**config.mk**
```make
export PLATFORM = sky130hd
export DESIGN_NAME = one_mismatch_substring_matcher
export DESIGN_NICKNAME = d
export VERILOG_FILES = /design/src/omsm_pkg.sv /design/src/omsm_front.sv /design/src/omsm_back.sv /design/src/one_mismatch_substring_matcher.sv
export SDC_FILE = /design/constraint.sdc
export NUM_CORES = 2
export LEC_CHECK = 0
export BUFFER_PORTS_ARGS = -buffer_cell sky130_fd_sc_hd__buf_2
export CAP_MARGIN = 20
export CORE_UTILIZATION = 25
export CTS_BUF_LIST = sky130_fd_sc_hd__clkbuf_16
export DETAILED_ROUTE_END_ITERATION = 10
export PLACE_DENSITY = 0.37
export RECOVER_POWER = 100
export SYNTH_ARGS = -nofsm -noshare
export SYNTH_HDL_FRONTEND = slang
export SYNTH_SLANG_ARGS = --single-unit
export TNS_END_PERCENT = 20
```
**constraint.sdc**
```tcl
create_clock -name clk -period 6.23 [get_ports clk]
set_input_delay 0.623 -clock clk [delete_from_list [all_inputs] [get_ports clk]]
set_output_delay 0.623 -clock clk [all_outputs]
set_load 0.02 [all_outputs]
```
**src/omsm_pkg.sv**
```systemverilog
`timescale 1ns / 1ps
// ----------------------------------------------------------------------------
// One-mismatch substring matcher package
// Request and result types, the queue entry type and fixed field widths.
// ----------------------------------------------------------------------------
package omsm_pkg;

	localparam int LETTER_W = 5;
	localparam int INDEX_W  = 6;
	localparam int LEN_W    = 7;
	localparam int START_W  = 20;

	localparam int APB_ADDR_W = 3;
	localparam int APB_DATA_W = 32;

	localparam logic [0:0] REG_PATTERN_LENGTH = 1'b0;
	localparam logic [LEN_W-1:0] PATTERN_LENGTH_RESET = 7'd1;

	localparam logic CMD_PATTERN = 1'b0;
	localparam logic CMD_TEXT    = 1'b1;

	localparam int QUEUE_DEPTH = 2;
	localparam int QUEUE_PTR_W = $clog2(QUEUE_DEPTH);
	localparam int QUEUE_CNT_W = $clog2(QUEUE_DEPTH + 1);

	typedef struct packed {
		logic               command;
		logic [INDEX_W-1:0] pattern_index;
		logic [LETTER_W-1:0] letter;
		logic               start_of_text;
	} req_t;

	typedef struct packed {
		logic [START_W-1:0] match_start;
		logic               exact_match;
	} result_t;

	typedef enum logic {
		OP_PATTERN = 1'b0,
		OP_TEXT    = 1'b1
	} op_kind_t;

	typedef struct packed {
		op_kind_t            kind;
		logic [INDEX_W-1:0]  index;
		logic [LETTER_W-1:0] letter;
		logic                start_of_text;
	} op_t;

endpackage

```
**src/omsm_front.sv**
```systemverilog
`timescale 1ns / 1ps
// ----------------------------------------------------------------------------
// Matcher front end
// Accepts requests, drops pattern writes to slots that do not exist and
// queues the rest for the execution pipeline.
// ----------------------------------------------------------------------------
module omsm_front import omsm_pkg::*; #(
	parameter int PATTERN_MAX = 64
) (
	input  logic clk,
	input  logic arst_n,
	input  req_t req,
	input  logic req_valid,
	output logic req_ready,
	output op_t  op,
	output logic op_valid,
	input  logic op_ready
);

	op_t                    queue_q [QUEUE_DEPTH];
	logic [QUEUE_PTR_W-1:0] wr_ptr_q;
	logic [QUEUE_PTR_W-1:0] rd_ptr_q;
	logic [QUEUE_CNT_W-1:0] count_q;
	logic                   keep;
	logic                   push;
	logic                   pop;
	op_t                    entry;

	always_comb begin
		keep = (req.command == CMD_TEXT) || (int'(req.pattern_index) < PATTERN_MAX);
		entry.kind          = (req.command == CMD_TEXT) ? OP_TEXT : OP_PATTERN;
		entry.index         = req.pattern_index;
		entry.letter        = req.letter;
		entry.start_of_text = req.start_of_text;
	end

	assign req_ready = (count_q != QUEUE_CNT_W'(QUEUE_DEPTH));
	assign op_valid  = (count_q != '0);
	assign op        = queue_q[rd_ptr_q];
	assign push      = req_valid && req_ready && keep;
	assign pop       = op_valid && op_ready;

	always_ff @(posedge clk or negedge arst_n) begin
		if (!arst_n) begin
			wr_ptr_q <= '0;
			rd_ptr_q <= '0;
			count_q  <= '0;
		end else begin
			if (push) begin
				wr_ptr_q <= wr_ptr_q + QUEUE_PTR_W'(1);
			end
			if (pop) begin
				rd_ptr_q <= rd_ptr_q + QUEUE_PTR_W'(1);
			end
			if (push && !pop) begin
				count_q <= count_q + QUEUE_CNT_W'(1);
			end else if (pop && !push) begin
				count_q <= count_q - QUEUE_CNT_W'(1);
			end
		end
	end

	always_ff @(posedge clk) begin
		if (push) begin
			queue_q[wr_ptr_q] <= entry;
		end
	end

endmodule

```
**src/omsm_back.sv**
```systemverilog
`timescale 1ns / 1ps
// ----------------------------------------------------------------------------
// Matcher execution pipeline
// Writes pattern letters, shifts the text window, compares every window
// position with the pattern in parallel and registers the result.
// ----------------------------------------------------------------------------
module omsm_back import omsm_pkg::*; #(
	parameter int PATTERN_MAX = 64,
	parameter int TEXT_MAX    = 1048576
) (
	input  logic             clk,
	input  logic             arst_n,
	input  op_t              op,
	input  logic             op_valid,
	output logic             op_ready,
	input  logic [LEN_W-1:0] pattern_length,
	output result_t          result,
	output logic             result_valid,
	input  logic             result_ready
);

	localparam int IW  = (PATTERN_MAX > 1) ? $clog2(PATTERN_MAX) : 1;
	localparam int SW  = $clog2(TEXT_MAX + 1);
	localparam int PW  = $clog2(PATTERN_MAX + 1);
	localparam int MW0 = (SW > LEN_W) ? SW : LEN_W;
	localparam int CW  = ((MW0 > PW) ? MW0 : PW) + 1;

	logic [LETTER_W-1:0]    pattern_q [PATTERN_MAX];
	logic [LETTER_W-1:0]    window_q  [PATTERN_MAX];
	logic [SW-1:0]          seen_q;

	logic                   valid_s1;
	logic [START_W-1:0]     start_s1;
	logic [IW-1:0]          len_m1_s1;
	logic                   valid_s2;
	logic [START_W-1:0]     start_s2;
	logic [PATTERN_MAX-1:0] mm_s2;
	logic                   result_valid_q;
	result_t                result_q;

	logic                   adv;
	logic                   take;
	logic                   is_text;
	logic [CW-1:0]          eff_len;
	logic [IW-1:0]          len_m1;
	logic [SW-1:0]          seen_base;
	logic [SW-1:0]          seen_next;
	logic                   room;
	logic                   hit;
	logic [START_W-1:0]     start;
	logic [PATTERN_MAX-1:0] mm;
	logic                   at_most_one;
	logic                   no_miss;

	assign adv          = !result_valid_q || result_ready;
	assign op_ready     = adv;
	assign take         = op_valid && adv;
	assign is_text      = (op.kind == OP_TEXT);
	assign result_valid = result_valid_q;
	assign result       = result_q;

	always_comb begin
		if (pattern_length == '0) begin
			eff_len = CW'(1);
		end else if (CW'(pattern_length) > CW'(PATTERN_MAX)) begin
			eff_len = CW'(PATTERN_MAX);
		end else begin
			eff_len = CW'(pattern_length);
		end
		len_m1    = IW'(eff_len - CW'(1));
		seen_base = op.start_of_text ? '0 : seen_q;
		room      = CW'(seen_base) < CW'(TEXT_MAX);
		seen_next = seen_base + SW'(1);
		hit       = is_text && room && (CW'(seen_next) >= eff_len);
		start     = START_W'(CW'(seen_next) - eff_len);
	end

	always_comb begin
		for (int k = 0; k < PATTERN_MAX; k++) begin
			mm[k] = (IW'(k) <= len_m1_s1) &&
				(pattern_q[k] != window_q[IW'(len_m1_s1 - IW'(k))]);
		end
		no_miss     = (mm_s2 == '0);
		at_most_one = ((mm_s2 & (mm_s2 - PATTERN_MAX'(1))) == '0);
	end

	always_ff @(posedge clk or negedge arst_n) begin
		if (!arst_n) begin
			for (int i = 0; i < PATTERN_MAX; i++) begin
				window_q[i] <= '0;
			end
			seen_q         <= '0;
			valid_s1       <= 1'b0;
			valid_s2       <= 1'b0;
			result_valid_q <= 1'b0;
		end else begin
			if (take && is_text) begin
				window_q[0] <= op.letter;
				for (int i = 1; i < PATTERN_MAX; i++) begin
					window_q[i] <= window_q[i-1];
				end
				seen_q <= room ? seen_next : seen_base;
			end
			if (adv) begin
				valid_s1       <= take && hit;
				valid_s2       <= valid_s1;
				result_valid_q <= valid_s2 && at_most_one;
			end
		end
	end

	always_ff @(posedge clk) begin
		if (take && !is_text) begin
			for (int k = 0; k < PATTERN_MAX; k++) begin
				if (int'(op.index) == k) begin
					pattern_q[k] <= op.letter;
				end
			end
		end
		if (adv) begin
			start_s1             <= start;
			len_m1_s1            <= len_m1;
			start_s2             <= start_s1;
			mm_s2                <= mm;
			result_q.match_start <= start_s2;
			result_q.exact_match <= no_miss;
		end
	end

endmodule

```
**src/one_mismatch_substring_matcher.sv**
```systemverilog
`timescale 1ns / 1ps
// ----------------------------------------------------------------------------
// One-mismatch substring matcher
// Reports each text position where the recent text equals the stored pattern
// with at most one substituted letter.
// ----------------------------------------------------------------------------
// Requests enter on req with req_valid and req_ready. A request with command
// 0 writes one pattern letter; with command 1 it feeds one text letter, and
// start_of_text restarts the position count. Results leave on result with
// result_valid and result_ready: the start position of the matching window
// and whether the match is exact. pattern_length is written over the APB
// port at byte address 0. It must be written only while no request is in
// flight; the block does not enforce this. One request is taken per cycle
// while the request queue is not full. A result passes through the request
// queue, the window shift, the parallel compare and the output register.
// When result_ready is low with a result waiting, the pipeline holds, and
// the two-entry queue still takes requests until it is full.
// Reset clears the text window, the position count and the pipeline, and sets
// pattern_length to 1. Pattern letters are undefined until written.
// ----------------------------------------------------------------------------
module one_mismatch_substring_matcher import omsm_pkg::*; #(
	parameter int PATTERN_MAX = 64,
	parameter int TEXT_MAX    = 1048576
) (
	input  logic                  clk,
	input  logic                  arst_n,
	input  req_t                  req,
	input  logic                  req_valid,
	output logic                  req_ready,
	output result_t               result,
	output logic                  result_valid,
	input  logic                  result_ready,
	input  logic                  psel,
	input  logic                  penable,
	input  logic                  pwrite,
	input  logic [APB_ADDR_W-1:0] paddr,
	input  logic [APB_DATA_W-1:0] pwdata,
	output logic [APB_DATA_W-1:0] prdata,
	output logic                  pready
);

	logic [LEN_W-1:0] pattern_length_q;
	logic             cfg_write;
	op_t              op;
	logic             op_valid;
	logic             op_ready;

	assign pready    = 1'b1;
	assign cfg_write = psel && penable && pwrite && pready;

	always_ff @(posedge clk or negedge arst_n) begin
		if (!arst_n) begin
			pattern_length_q <= PATTERN_LENGTH_RESET;
		end else if (cfg_write && (paddr[2] == REG_PATTERN_LENGTH)) begin
			pattern_length_q <= pwdata[LEN_W-1:0];
		end
	end

	always_comb begin
		case (paddr[2])
			REG_PATTERN_LENGTH: begin
				prdata = APB_DATA_W'(pattern_length_q);
			end
			default: begin
				prdata = '0;
			end
		endcase
	end

	omsm_front #(
		.PATTERN_MAX(PATTERN_MAX)
	) u_front (
		.clk      (clk),
		.arst_n   (arst_n),
		.req      (req),
		.req_valid(req_valid),
		.req_ready(req_ready),
		.op       (op),
		.op_valid (op_valid),
		.op_ready (op_ready)
	);

	omsm_back #(
		.PATTERN_MAX(PATTERN_MAX),
		.TEXT_MAX   (TEXT_MAX)
	) u_back (
		.clk           (clk),
		.arst_n        (arst_n),
		.op            (op),
		.op_valid      (op_valid),
		.op_ready      (op_ready),
		.pattern_length(pattern_length_q),
		.result        (result),
		.result_valid  (result_valid),
		.result_ready  (result_ready)
	);

endmodule

```
==> results_dict.tcl <==
set metrics [dict create \
    antenna_left 0 \
    drc_errors 0 \
    cellLeakagePower_nw 27.9 \
    grt_pass1_vias 45300 \
    ys_warn_count 0 \
    violations "capacitance limit, slew limit" \
    end_kind "register" \
    drt_pass1_iterations 6 \
    yosys_most_used_dff "edfxtp_1" \
    busiest_layer "met2" \
    required_ns 6.71 \
    path_class "reg -> reg" \
    cts_inserted_buffers 107 \
    crit_buf_inv 2 \
    grt_overflow 0 \
    rows 186 \
    met3_usage_pct 2.43 \
    synth_top_cell_by_area "mux4_2" \
    clkSinkCount 832 \
    netlist_instances 5223 \
    async_flop_share_pct 42.7 \
    worst_setup_path_start_kind "register" \
    clockRootBuffer "clkbuf_16" \
    ir_drop_uv 557 \
    synth_area_leaders "mux4_2 (29%), edfxtp_1 (22%), dfrtp_1 (14%)" \
    seq_area_frac_synth_pct 35.9 \
    power_density_nw_per_um2 530 \
    crit_family "buffers and inverters" \
    ys_types 86 \
    clkTransAtPathRegs_ns 0.06 \
    max_cap_viol_count 12 \
    fin_worst_skew_ns 0.0604 \
    crit_slowest_cell "clkbuf_2" \
    core_um2 257000 \
    fp.dieArea_um2 261000 \
    gp_congestion 0.926 \
    pin_count 111 \
    slew_violations 494 \
    drive_above_1_share_pct 25.9 \
    cp_common_cell "mux2i_1" \
    path_cells "clkbuf_2, ha_1, a21oi_1, xnor2_4, buf_4, mux2i_1, mux4_2, mux2i_1, xor2_1, nor4_1, a22oi_1" \
    cts_setup_buffers 0 \
    crit_fanout 25 \
    port_buffers 57 \
    rsz0062_at_grt "false" \
    avgSynthCellArea_um2 12.4 \
    dp.cells 8480 \
    use_met1_pct 28.0 \
    via_count 47100 \
    routed_via_density 5.42 \
    cts_max_path_buffers 3 \
    area_growth_pct 12.7 \
    hold_path.class "in -> reg" \
    dieHeight_um 511 \
    fin_cells 8697 \
    worst_pin_slew_ns 4.59 \
    status "finished with violations" \
    synth-edff-count 477 \
    clk_latency_ns 0.81 \
    ys_ff_latch 832 \
    pre_cts_slack_ns 1.19 \
    track_usage_pct 20.5 \
    fin_nets 5302 \
    fp.dieW_um 511 \
    min_period_ns 5.63 \
    synth_top_area_share_pct 28.8 \
    wirelength_mm 272 \
    htreeDepth 3 \
    gr-usage-met2_pct 33.2 \
    finalSetupViolCount 0 \
    arrival_ns 6.11 \
    tns_ns 0 \
    fmax_ghz 0.178 \
    syn_area_um2 64700 \
    setup_ws_ns 0.600 \
    cts_tree "built" \
    hold_violations 0 \
    hold_ws_ns 0.0781 \
    max_stage_delay_ns 0.89 \
    antenna_found_initial 6 \
    wire_per_inst_um 31.3 \
    drt_iter0_drc 4284 \
    grt_max_degree 152 \
    fin_crit_sh_pct 90.4 \
    slew-limit-headroom_pct -206 \
    grt_first_pass_wirelength_mm 379 \
    hpwl_mm 206 \
    initial_utilization_pct 25.2 \
]
-- registers in the layout, indices dropped and copies added (netlist names) --
| signal | count |
|---|---|
| u_back.window_q | 320 |
| u_back.valid_s2 | 1 |
| u_front.queue_q | 26 |
| u_back.mm_s2 | 64 |
| u_back.valid_s1 | 1 |
| u_front.count_q | 2 |
| pattern_length_q | 7 |
| u_back.result_valid | 1 |
| u_front.rd_ptr_q | 1 |
| u_back.pattern_q | 320 |
| u_back.start_s1 | 20 |
| u_front.wr_ptr_q | 1 |
| u_back.seen_q | 21 |
| u_back.result | 21 |
| u_back.len_m1_s1 | 6 |
| u_back.start_s2 | 20 |
-- cell families (layout without fill, tap and decap cells) --
logic type / after synthesis / in the layout / share of synthesized area (%)
and+or+nand+nor: 1605 / 1605 / 10.2
buffers and inverters: 435 / 492 / 3.39
other: 2 / 35 / 0.0116
xor gates and xnor gates: 441 / 441 / 6.08
adders and majority gates: 37 / 37 / 0.716
DFF: 832 / 832 / 35.9
AOI/OAI and AO/OA: 310 / 310 / 3.20
muxes: 1561 / 1561 / 40.5
-- power breakdown --
group	internal [mW]	switching (mW)	leakage, nW
clock network	3.71	2.79	1.82
logic	9.25	14.6	16.7
registers	7.09	1.17	9.29
total	20.1	18.5	27.9
-- stage by stage --
step	util [%]	area [um^2]	total power, mW
floorplan	-	64800	23.7
global placement	27.0	69300	32.0
CTS	28.4	73000	38.8
global route	28.4	72800	40.2
finish	28.4	72900	38.6
detailed placement	27.0	69400	32.2
-- worst paths after layout --
path                       slack (ns)                          endpoint  cells after the start                     startpoint
setup reg to reg                 0.60        u_back.mm_s2[37]$_DFFE_PN_                     11  u_back.len_m1_s1[1]$_DFFE_PN_
hold / removal                   0.08   pattern_length_q[2]$_DFFE_PN0P_                      2                      pwdata[2]
min in group asynchronous        1.99   u_back.window_q[72]$_DFFE_PN0P_                      2                         arst_n
setup / recovery                 0.60        u_back.mm_s2[37]$_DFFE_PN_                     11  u_back.len_m1_s1[1]$_DFFE_PN_
hold reg to reg                  0.42        u_back.result[8]$_DFFE_PN_                      0   u_back.start_s2[7]$_DFFE_PN_
max in group asynchronous        1.55  u_back.window_q[188]$_DFFE_PN0P_                      3                         arst_n
-- metal layers --
layer | part of all wire, % | wire [um]
met2 | 47 | 128000
met5 | 0.0026 | 7
met3 | 5.1 | 13900
met4 | 4.0 | 10900
met1 | 44 | 119000
-- cell usage after synthesis, types with 6 or more instances --
cell and count:
mux2_2 135, a21oi_1 78, a21o_1 9, a41oi_1 7, mux2i_1 595, and3_1 14
a221oi_1 7, xnor2_1 234, o211ai_1 6, buf_6 18, edfxtp_1 477, buf_2 129
mux4_2 827, ha_1 33, a31oi_1 38, buf_4 70, nor2_1 147, o22ai_1 7
a211oi_1 7, nor2b_1 22, inv_1 35, o41ai_1 7, nand3_1 41, buf_1 30
nand4_1 13, or3_1 9, nand2b_1 17, xnor2_2 8, or2_2 7, a22oi_1 19
or4_1 11, dfrtp_1 354, a32oi_1 15, o21ai_0 48, and2_1 6, o32ai_1 13
nor4_1 38, nor3_1 56, clkbuf_1 148, nand2_1 1206, xor2_1 198
-- layout by cell type (no fill, tap or decap), types with 17 or more instances in the layout --
master     Yosys  layout
mux4_2       827     827
mux2i_1      595     591
ha_1          33      30
nor4_1        38      37
edfxtp_1     477     477
a31oi_1       38      38
a22oi_1       19      19
dfrtp_1      354     354
nand2_1     1206    1206
nor2b_1       22      22
clkbuf_16      0     109
a21oi_1       78      78
buf_4         70     144
nand3_1       41      41
inv_1         35      59
o21ai_0       48      49
clkinv_1       2      17
xor2_1       198     198
clkinv_2       0      19
buf_12         0      21
clkbuf_1     148      60
nor3_1        56      57
nor2_1       147     147
xnor2_1      234     201
xnor2_2        8      38
mux2_2       135     129
conb_1         2      26
-- worst reg2reg max path, stage by stage (launching register included) --
cell and delay, ns:
edfxtp_1 0.41, clkbuf_2 0.90, ha_1 0.72, a21oi_1 0.23, xnor2_4 0.42, buf_4 0.47
mux2i_1 0.22, mux4_2 0.62, mux2i_1 0.44, xor2_1 0.13, nor4_1 0.63, a22oi_1 0.16
-- layout make-up --
class | instances | area, um^2
clock buffer | 109 | 2730
antenna | 9 | 22.5
tap | 3384 | 4230
multi-input combinational | 3980 | 39800
inverter | 40 | 153
timing repair buffer | 252 | 1910
sequential | 832 | 23200
clock inverter | 91 | 855
fill | 26300 | 184000
-- repair_timing --
action,CTS,global route
endpoints found under the hold margin,74,0
hold buffers,7,0
gates resized for setup,0,0
Power figures use the tool's default switching activity.
